### src/sv/nmtc_pkg.sv
// ----------------------------------------------------------------------------
// nmtc_pkg
// Types and constants shared by the NUMA thread migration check block.
// ----------------------------------------------------------------------------
package nmtc_pkg;

	localparam int NODES      = 4;
	localparam int MAX_SLOTS  = 1024;
	localparam int CNT_W      = 24;
	localparam int NODE_W     = $clog2(NODES);
	localparam int THR_W      = 7;
	localparam int SLOT_W     = 10;
	localparam int KEY_W      = 64;
	localparam int SLOT_CNT_W = $clog2(MAX_SLOTS + 1);
	localparam int TOT_W      = CNT_W + $clog2(NODES);
	localparam int PCT_SCALE  = 100;
	localparam int PCT_W      = $clog2(PCT_SCALE + 1);
	localparam int PEAK_PROD_W = CNT_W + PCT_W;
	localparam int TOT_PROD_W  = THR_W + 1 + TOT_W;

	localparam logic [THR_W-1:0] THR_RESET = THR_W'(50);

	typedef logic [NODES-1:0][CNT_W-1:0] cnt_vec_t;

	typedef struct packed {
		logic [KEY_W-1:0] thread_key;
		logic [CNT_W-1:0] cpu_count_0;
		logic [CNT_W-1:0] cpu_count_1;
		logic [CNT_W-1:0] cpu_count_2;
		logic [CNT_W-1:0] cpu_count_3;
		logic [CNT_W-1:0] mem_count_0;
		logic [CNT_W-1:0] mem_count_1;
		logic [CNT_W-1:0] mem_count_2;
		logic [CNT_W-1:0] mem_count_3;
		logic             last_in_pass;
	} in_item_t;

	typedef struct packed {
		logic              migrate;
		logic [SLOT_W-1:0] slot_index;
		logic              slot_overflow;
		logic [NODE_W-1:0] dest_node;
		logic [NODE_W-1:0] current_node;
		logic              current_node_valid;
		logic [CNT_W-1:0]  peak_mem_count;
		logic [KEY_W-1:0]  echo_key;
	} out_item_t;

	// What one node lane found
	typedef struct packed {
		logic cpu_win;
		logic mem_win;
	} lane_win_t;

	// First pipeline stage, lanes to merge
	typedef struct packed {
		logic [KEY_W-1:0] key;
		logic             last;
		logic [NODES-1:0] cpu_win;
		logic [NODES-1:0] mem_win;
		cnt_vec_t         mem_cnt;
		logic [TOT_W-1:0] total;
	} stage1_t;

endpackage

### src/sv/nmtc_lane.sv
// ----------------------------------------------------------------------------
// nmtc_lane
// One node lane: decides whether its node holds the first strict maximum
// of the cpu counts and of the memory counts.
// ----------------------------------------------------------------------------
module nmtc_lane (
	input  logic [nmtc_pkg::NODE_W-1:0] lane_idx,
	input  nmtc_pkg::cnt_vec_t          cpu_cnt,
	input  nmtc_pkg::cnt_vec_t          mem_cnt,
	output nmtc_pkg::lane_win_t         win
);
	import nmtc_pkg::*;

	logic [CNT_W-1:0] own_cpu;
	logic [CNT_W-1:0] own_mem;
	logic             cpu_ok;
	logic             mem_ok;

	assign own_cpu = cpu_cnt[lane_idx];
	assign own_mem = mem_cnt[lane_idx];

	// Lower nodes must be beaten strictly, higher ones only matched
	always_comb begin
		cpu_ok = (own_cpu != '0);
		mem_ok = (own_mem != '0);
		for (int j = 0; j < NODES; j++) begin
			if (NODE_W'(j) < lane_idx) begin
				cpu_ok = cpu_ok && (own_cpu > cpu_cnt[j]);
				mem_ok = mem_ok && (own_mem > mem_cnt[j]);
			end else if (NODE_W'(j) > lane_idx) begin
				cpu_ok = cpu_ok && (own_cpu >= cpu_cnt[j]);
				mem_ok = mem_ok && (own_mem >= mem_cnt[j]);
			end
		end
	end

	assign win.cpu_win = cpu_ok;
	assign win.mem_win = mem_ok;

endmodule

### src/sv/nmtc_merge.sv
// ----------------------------------------------------------------------------
// nmtc_merge
// Merges the lane results: node indices, peak, cross-multiplied share test
// and slot assignment. Holds the second stage and the result register.
// ----------------------------------------------------------------------------
module nmtc_merge (
	input  logic                       clk,
	input  logic                       arst_n,
	input  logic                       advance,
	input  logic                       s2_valid,
	input  logic [nmtc_pkg::THR_W-1:0] threshold,
	input  nmtc_pkg::stage1_t          s1,
	output nmtc_pkg::out_item_t        result
);
	import nmtc_pkg::*;

	logic [NODE_W-1:0]      cpu_node;
	logic [NODE_W-1:0]      mem_node;
	logic [CNT_W-1:0]       peak;

	logic [KEY_W-1:0]       key_s2;
	logic                   last_s2;
	logic [NODE_W-1:0]      cpu_node_s2;
	logic                   cpu_valid_s2;
	logic [NODE_W-1:0]      mem_node_s2;
	logic [CNT_W-1:0]       peak_s2;
	logic                   total_nz_s2;
	logic [PEAK_PROD_W-1:0] peak_prod_s2;
	logic [TOT_PROD_W-1:0]  tot_prod_s2;

	logic                   flagged;
	logic                   slot_free;
	logic [SLOT_CNT_W-1:0]  slot_cnt_q;
	out_item_t              result_q;

	// One-hot winners to index and peak value
	always_comb begin
		cpu_node = '0;
		mem_node = '0;
		peak     = '0;
		for (int n = 0; n < NODES; n++) begin
			if (s1.cpu_win[n]) begin
				cpu_node = cpu_node | NODE_W'(n);
			end
			if (s1.mem_win[n]) begin
				mem_node = mem_node | NODE_W'(n);
				peak     = peak | s1.mem_cnt[n];
			end
		end
	end

	always_ff @(posedge clk) begin
		if (advance) begin
			key_s2       <= s1.key;
			last_s2      <= s1.last;
			cpu_node_s2  <= cpu_node;
			cpu_valid_s2 <= |s1.cpu_win;
			mem_node_s2  <= mem_node;
			peak_s2      <= peak;
			total_nz_s2  <= (s1.total != '0);
			peak_prod_s2 <= PEAK_PROD_W'(peak) * PEAK_PROD_W'(PCT_SCALE);
			tot_prod_s2  <= TOT_PROD_W'({1'b0, threshold} + (THR_W + 1)'(1))
				* TOT_PROD_W'(s1.total);
		end
	end

	// floor(peak*100/total) > thr  <=>  peak*100 >= (thr+1)*total
	assign flagged = total_nz_s2 && (peak_s2 != '0)
		&& (!cpu_valid_s2 || (cpu_node_s2 != mem_node_s2))
		&& (TOT_PROD_W'(peak_prod_s2) >= tot_prod_s2);
	assign slot_free = (slot_cnt_q < SLOT_CNT_W'(MAX_SLOTS));

	always_ff @(posedge clk or negedge arst_n) begin
		if (!arst_n) begin
			slot_cnt_q <= '0;
		end else if (advance && s2_valid) begin
			if (last_s2) begin
				slot_cnt_q <= '0;
			end else if (flagged && slot_free) begin
				slot_cnt_q <= slot_cnt_q + SLOT_CNT_W'(1);
			end
		end
	end

	always_ff @(posedge clk) begin
		if (advance) begin
			result_q.migrate            <= flagged;
			result_q.slot_index         <= (flagged && slot_free) ? SLOT_W'(slot_cnt_q) : '0;
			result_q.slot_overflow      <= flagged && !slot_free;
			result_q.dest_node          <= mem_node_s2;
			result_q.current_node       <= cpu_node_s2;
			result_q.current_node_valid <= cpu_valid_s2;
			result_q.peak_mem_count     <= peak_s2;
			result_q.echo_key           <= key_s2;
		end
	end

	assign result = result_q;

endmodule

### src/sv/numa_thread_migration_check.sv
// ----------------------------------------------------------------------------
// numa_thread_migration_check
// Per-thread NUMA placement check: picks the busiest cpu and memory nodes
// and flags threads whose memory sits mostly on another node.
// ----------------------------------------------------------------------------
// Each request carries one thread's per-node cpu and memory sample counts.
// Four node lanes compare the counts side by side, then a merge stage
// forms the node indices, multiplies out the share test and hands out slot
// numbers via stage one, stage two and the result register. One request per
// cycle is taken whenever the result register is empty or being drained;
// a stalled result holds the whole pipeline. The threshold register must
// only be written while no request is in flight.
module numa_thread_migration_check (
	input  logic                       clk,
	input  logic                       arst_n,
	input  logic                       in_valid,
	output logic                       in_ready,
	input  nmtc_pkg::in_item_t         in_data,
	output logic                       out_valid,
	input  logic                       out_ready,
	output nmtc_pkg::out_item_t        out_data,
	input  logic                       cfg_wr_en,
	input  logic [nmtc_pkg::THR_W-1:0] cfg_wr_data
);
	import nmtc_pkg::*;

	cnt_vec_t          cpu_cnt;
	cnt_vec_t          mem_cnt;
	lane_win_t         win [NODES];
	logic [NODES-1:0]  cpu_win;
	logic [NODES-1:0]  mem_win;
	logic [TOT_W-1:0]  total;
	logic              advance;
	logic [THR_W-1:0]  thr_q;
	logic              v1_q;
	logic              v2_q;
	logic              out_valid_q;
	stage1_t           st_s1;

	assign cpu_cnt = {in_data.cpu_count_3, in_data.cpu_count_2,
		in_data.cpu_count_1, in_data.cpu_count_0};
	assign mem_cnt = {in_data.mem_count_3, in_data.mem_count_2,
		in_data.mem_count_1, in_data.mem_count_0};

	for (genvar g = 0; g < NODES; g++) begin : g_lane
		nmtc_lane u_lane (
			.lane_idx (NODE_W'(g)),
			.cpu_cnt  (cpu_cnt),
			.mem_cnt  (mem_cnt),
			.win      (win[g])
		);
		assign cpu_win[g] = win[g].cpu_win;
		assign mem_win[g] = win[g].mem_win;
	end

	always_comb begin
		total = '0;
		for (int n = 0; n < NODES; n++) begin
			total = total + TOT_W'(mem_cnt[n]);
		end
	end

	// Advance every stage together unless the result is held
	assign advance  = !out_valid_q || out_ready;
	assign in_ready = advance;

	always_ff @(posedge clk or negedge arst_n) begin
		if (!arst_n) begin
			thr_q       <= THR_RESET;
			v1_q        <= 1'b0;
			v2_q        <= 1'b0;
			out_valid_q <= 1'b0;
		end else begin
			if (cfg_wr_en) begin
				thr_q <= cfg_wr_data;
			end
			if (advance) begin
				v1_q        <= in_valid;
				v2_q        <= v1_q;
				out_valid_q <= v2_q;
			end
		end
	end

	always_ff @(posedge clk) begin
		if (advance) begin
			st_s1.key     <= in_data.thread_key;
			st_s1.last    <= in_data.last_in_pass;
			st_s1.cpu_win <= cpu_win;
			st_s1.mem_win <= mem_win;
			st_s1.mem_cnt <= mem_cnt;
			st_s1.total   <= total;
		end
	end

	nmtc_merge u_merge (
		.clk       (clk),
		.arst_n    (arst_n),
		.advance   (advance),
		.s2_valid  (v2_q),
		.threshold (thr_q),
		.s1        (st_s1),
		.result    (out_data)
	);

	assign out_valid = out_valid_q;

	a_lane_onehot: assert property (@(posedge clk) disable iff (!arst_n)
		v1_q |-> ($onehot0(st_s1.cpu_win) && $onehot0(st_s1.mem_win)))
		else $error("more than one lane claims the maximum");

	a_overflow_flagged: assert property (@(posedge clk) disable iff (!arst_n)
		(out_valid && out_data.slot_overflow) |-> (out_data.migrate
			&& out_data.slot_index == '0))
		else $error("slot overflow on a thread that is not flagged");

	a_idle_slot: assert property (@(posedge clk) disable iff (!arst_n)
		(out_valid && !out_data.migrate) |-> (out_data.slot_index == '0
			&& !out_data.slot_overflow))
		else $error("slot given to a thread that is not flagged");

	a_no_cpu_node: assert property (@(posedge clk) disable iff (!arst_n)
		(out_valid && !out_data.current_node_valid) |-> (out_data.current_node == '0))
		else $error("cpu node set with all cpu counts zero");

	a_no_mem_peak: assert property (@(posedge clk) disable iff (!arst_n)
		(out_valid && out_data.peak_mem_count == '0) |-> (!out_data.migrate
			&& out_data.dest_node == '0))
		else $error("thread flagged without memory samples");

endmodule

### config.mk
export PLATFORM = sky130hd
export DESIGN_NAME = numa_thread_migration_check
export DESIGN_NICKNAME = d
export VERILOG_FILES = /design/src/sv/nmtc_pkg.sv /design/src/sv/nmtc_lane.sv /design/src/sv/nmtc_merge.sv /design/src/sv/numa_thread_migration_check.sv
export SDC_FILE = /design/constraint.sdc
export NUM_CORES = 2
export LEC_CHECK = 0
export ABC_AREA = 1
export ABC_CLOCK_PERIOD_IN_PS = 22800
export BUFFER_PORTS_ARGS = -buffer_cell sky130_fd_sc_hd__buf_2
export CAP_MARGIN = 10
export CORE_ASPECT_RATIO = 0.9
export CORE_MARGIN = 2
export CORE_UTILIZATION = 25
export DETAILED_ROUTE_END_ITERATION = 8
export GPL_ROUTABILITY_DRIVEN = 1
export PLACE_DENSITY = 0.39
export SYNTH_ARGS = -nofsm -noshare
export SYNTH_HDL_FRONTEND = slang
export SYNTH_SLANG_ARGS = --single-unit
### constraint.sdc
create_clock -name clk -period 22.8 [get_ports clk]
set_input_delay 6.84 -clock clk [delete_from_list [all_inputs] [get_ports clk]]
set_output_delay 6.84 -clock clk [all_outputs]
set_load 0.05 [all_outputs]
Word level (Yosys, flattened, before mapping)
Cells that the tools add are included.
- logic and storage cells: 128
- output and inout bits: 107
- register bits after elaboration: 479
- $mul: 2
- mux-type cells: 8
- eq/ne operators: 1
- order comparisons: 26
- reduce and logical (&&, ||, !) cells: 50
- add/subtract/negate cells: 5
- bitwise gates (word level): 3
- operators with widths (operator ; count):
    $ge 24x24->1 ; 12
    $gt 24x24->1 ; 12
    $reduce_bool 24->1 ; 9
    $mux 24 ; 4
    $or 24x24->24 ; 3
    $ge 31x34->1 ; 1
    $mul 34x26->34 ; 1
    $logic_and 1x1->1 ; 30
    $mul 24x5->29 const B ; 1
    $add 25x24->26 ; 1
    $add 26x24->26 ; 1
    $reduce_bool 26->1 ; 1
    $add 24x24->25 ; 1
    $mux 11 ; 2
    $add 11x1->11 const B ; 1
    $lt 11x11->1 const B ; 1
    $add 7x1->8 const B ; 1
    $reduce_or 2->1 ; 2
    $reduce_or 4->1 ; 1
    $logic_not 1->1 ; 3
    $logic_or 1x1->1 ; 2
    $mux 1 ; 2
    $ne 2x2->1 ; 1
    $reduce_and 2->1 ; 1
    $reduce_bool 2->1 ; 1

Longest topological paths before layout
- depth after elaboration: 8
- mapped depth: 26
- mapped depth without buffers: 26

By module
A second synthesis with hierarchy kept.
- cells, all modules: 7471
- area total of the unflattened synthesis: 55824.8 um^2
- by module, submodules not included (module ; cells each ; instances ; seq. area each (um^2) ; area each (um^2)):
    nmtc_merge ; 1926 ; 1 ; 8082.8 ; 19369.8
    nmtc_lane (g_lane[0].u_lane ...) ; 1181 ; 2 ; 0.0 ; 6688.9
    numa_thread_migration_check ; 763 ; 1 ; 6109.6 ; 9481.6
    nmtc_lane (g_lane[2].u_lane) ; 1207 ; 1 ; 0.0 ; 6845.3
    nmtc_lane (g_lane[3].u_lane) ; 1213 ; 1 ; 0.0 ; 6750.2

Least setup slack after synthesis
No wires, ideal clock.
- path type: input to output
- start point: input out_ready
- end point: output in_ready
- arrival: 15.979 ns
- stages on the path: 2
- required time: 15.960 ns
- slack: -0.019 ns
- cells stage by stage: nor2_1 > inv_1
- cells in the longest elaborated chain, start to end: 1
- RTL lines (item ; line ; text):
    start: declaration ; numa_thread_migration_check.sv:20 ; input logic out_ready,
    $logic_or 1x1->1 ; numa_thread_migration_check.sv:64 ; assign advance = !out_valid_q || out_ready;
    end: declaration ; numa_thread_migration_check.sv:17 ; output logic in_ready,
Every way passes these cells.

Worst setup path after layout
Same ends and word-level chain as after synthesis.

==> reports/results.txt <==
RR Startpoint - thr_q[0]$_DFFE_PN0P_
Clock Skew - 0.0229 ns
Worst hold path type - flop to flop
Share of cells above drive strength 1 - 12.6%
CTS HTree Levels - 2
Main synth FF type - edfxtp_1
Cell repeated most along the worst path - buf_2
Hold Startpoint - st_s1[172]$_DFFE_PN_
Minimum clock period - 14.42 ns
Core Box Area - 0.140 mm²
# clock sinks - 476
Post-route clock period utilization - 63.3%
Height of the die - 361 µm
Wire length per cell - 18.7 µm
Max Cap Viol - 0
CP endpoint kind - primary output
Routed Wire Length - 110 mm
DRC viols - 0
Initial Utilization - 25.3%
# IOs - 376
Clock transition at path regs - 0.06 ns
Reg-to-reg slack, setup - 16.54 ns
First-pass GRT wire length - 165 mm
FP Rows - 130
Share of the synthesized area in the top cell type - 38.7%
Simple-Gate Fraction of Synth Area - 14.2%
Die width - 400 µm
IO buf count - 375
Final hold viol count - 0
Global route overflow - 0
CP max-delay cell - nor2_1
Number of global-route vias before repair - 26597
Mux contribution to synthesized area - 0.0319%
Critical Path AT - 7.58 ns
CTS tree - built
Min-Delay Path Depth - 0
Largest family of logic cells by synthesized area - adder cells
Synth Area in Adders - 28.8%
Vias post-DR - 26098
Total negative slack - 0 ns
Post-route antenna net violation count - 0
Initial antenna violation count - 7
Worst slew pin tran - 1.26 ns
CP cell instances - buf_2 -> nor2_1 -> clkinvlp_4 -> buf_2
Synth Register Bits - 476
Area of the die - 0.144 mm²
Mapped Cells - 3572
Max Slew Vio Count - 0
Sequential-to-total area share from yosys stat - 40.2%
Relative slew slack - 15.7%
Commonest non-fill, non-tap cell in the layout - inv_1
Iter 0 DRT Violations - 1542
Drt pass-1 iters - 5
Max stage delay on crit path - 0.27 ns
Via-to-Cell Ratio - 4.43
Critical path class - primary input to primary output
Yosys warnings - 0
Ys async rst share - 4.41%
Postcts setup bufs - 0
Post-synth EDFFs - 455
Compound-Gate Fraction of Synth Area - 7.38%
FF-to-FF path depth - 21
Most frequent cells in the layout - 658 x inv_1, 552 x nand2_1, 475 x ha_1, 455 x edfxtp_1, 375 x buf_2
Pin count of the biggest net entering global routing - 178
Post-cts resize count - 0
Clk_lat worst skew - 0.65 ns
Status - finished, final reports clean
WHS Endpoint - u_merge.key_s2[41]$_DFFE_PN_
Mapped cell area - 0.0353 mm²
Startpoint types - primary input
Critical R2R Capture - u_merge.tot_prod_s2[27]$_DFFE_PN_
Tot GR Track Use - 15.0%
RSZ-0062 raised after global routing - no
Synth Area per Inst - 9.89 µm²
Post-synth net total - 4527
CP required - 15.96 ns
Max Root-Sink Buffers - 3
GPL Wtd Cong - 0.833
Netlist cell types - 55
Max Fclk - 0.0693 GHz
Synth area leaders - edfxtp_1 39%, ha_1 17%, fa_1 12%, inv_1 7.0%, nand2_1 5.9%
Final-report setup violation count - 0
Area grow syn2layout - 17.2%
# nets final - 4941
Dpl hpwl - 89.0 mm
Yosys top cell by area - edfxtp_1
CTS Hold Bufs - 0
Synth Area in XOR/XNOR - 1.88%
Crit-path max FO - 3
Num CTS Buffers - 58
Clock Tree Root - clkbuf_16
cell type report:
cell class / count / area (µm²)
inverter: 662 / 2490
fill: 14879 / 98500
clock inverter: 34 / 352
antenna: 3 / 7.51
multi-input combinational: 2398 / 18500
timing repair buffer: 390 / 2000
clock buffer: 75 / 1550
sequential: 476 / 14200
tap: 1848 / 2310
worst max path at each step:
stage	from	to	slack, ns	depth (start not counted)
3_3_place_gp	out_ready	in_ready	8.38	4
3_5_place_dp	out_ready	in_ready	8.38	4
4_1_cts	out_ready	in_ready	8.38	4
6_report	out_ready	in_ready	8.38	4
5_1_grt	out_ready	in_ready	8.31	4
2_1_floorplan	out_ready	in_ready	3.69	2
flip-flops by register name, summed over array words and instances, names as in the netlist:
name,count
u_merge.tot_prod_s2,34
u_merge.mem_node_s2,2
u_merge.peak_s2,24
out_valid,1
v1_q,1
u_merge.key_s2,64
u_merge.last_s2,1
u_merge.cpu_valid_s2,1
u_merge.cpu_node_s2,2
u_merge.peak_prod_s2,26
u_merge.slot_cnt_q,11
v2_q,1
st_s1,195
u_merge.result,105
u_merge.total_nz_s2,1
thr_q,7
critical path, delay by kind of cell:
family / cells / cell delay, ns
buffers and inverters: 3 / 0.47
and+or+nand+nor: 1 / 0.27
per-stage QoR:
step	setup WS, ns	cells	hold slack (ns)	area, µm²	util [%]
2_1_floorplan	3.69	3572	0.400	35300	-
3_3_place_gp	8.38	5774	0.400	39500	28.2
3_5_place_dp	8.38	5774	0.405	39500	28.2
4_1_cts	8.38	5883	0.411	41400	29.6
5_1_grt	8.31	5885	0.404	41400	29.6
6_report	8.38	5886	0.412	41400	29.6
cells in the mapped netlist, types with 25 or more instances:
library cell and count:
nand3_1 110, a21oi_1 241, nor3_1 37, nand2_1 552, nand4_1 84, clkbuf_1 25
ha_1 475, xor2_1 56, fa_1 211, o21ai_0 101, inv_1 659, nor2_1 325
edfxtp_1 455, nor4_1 34
routing by layer:
metal	global-route usage, %	vias up	share of wire (%)
met2	23.6	607	44
met1	21.4	12512	48
met4	4.30	0	2.7
met3	2.25	135	4.7
met5	0	-	0
li1	-	12844	-
cells by family after synthesis:
group           count (synthesis)
xor+xnor                       76
mux                             1
compound gates                457
flops                         476
fa+ha+maj                     686
simple gates                 1178
buf+inv                       698
Power is not shown: default switching activity piles up to over one toggle a cycle in this logic, so the estimate is an artifact.
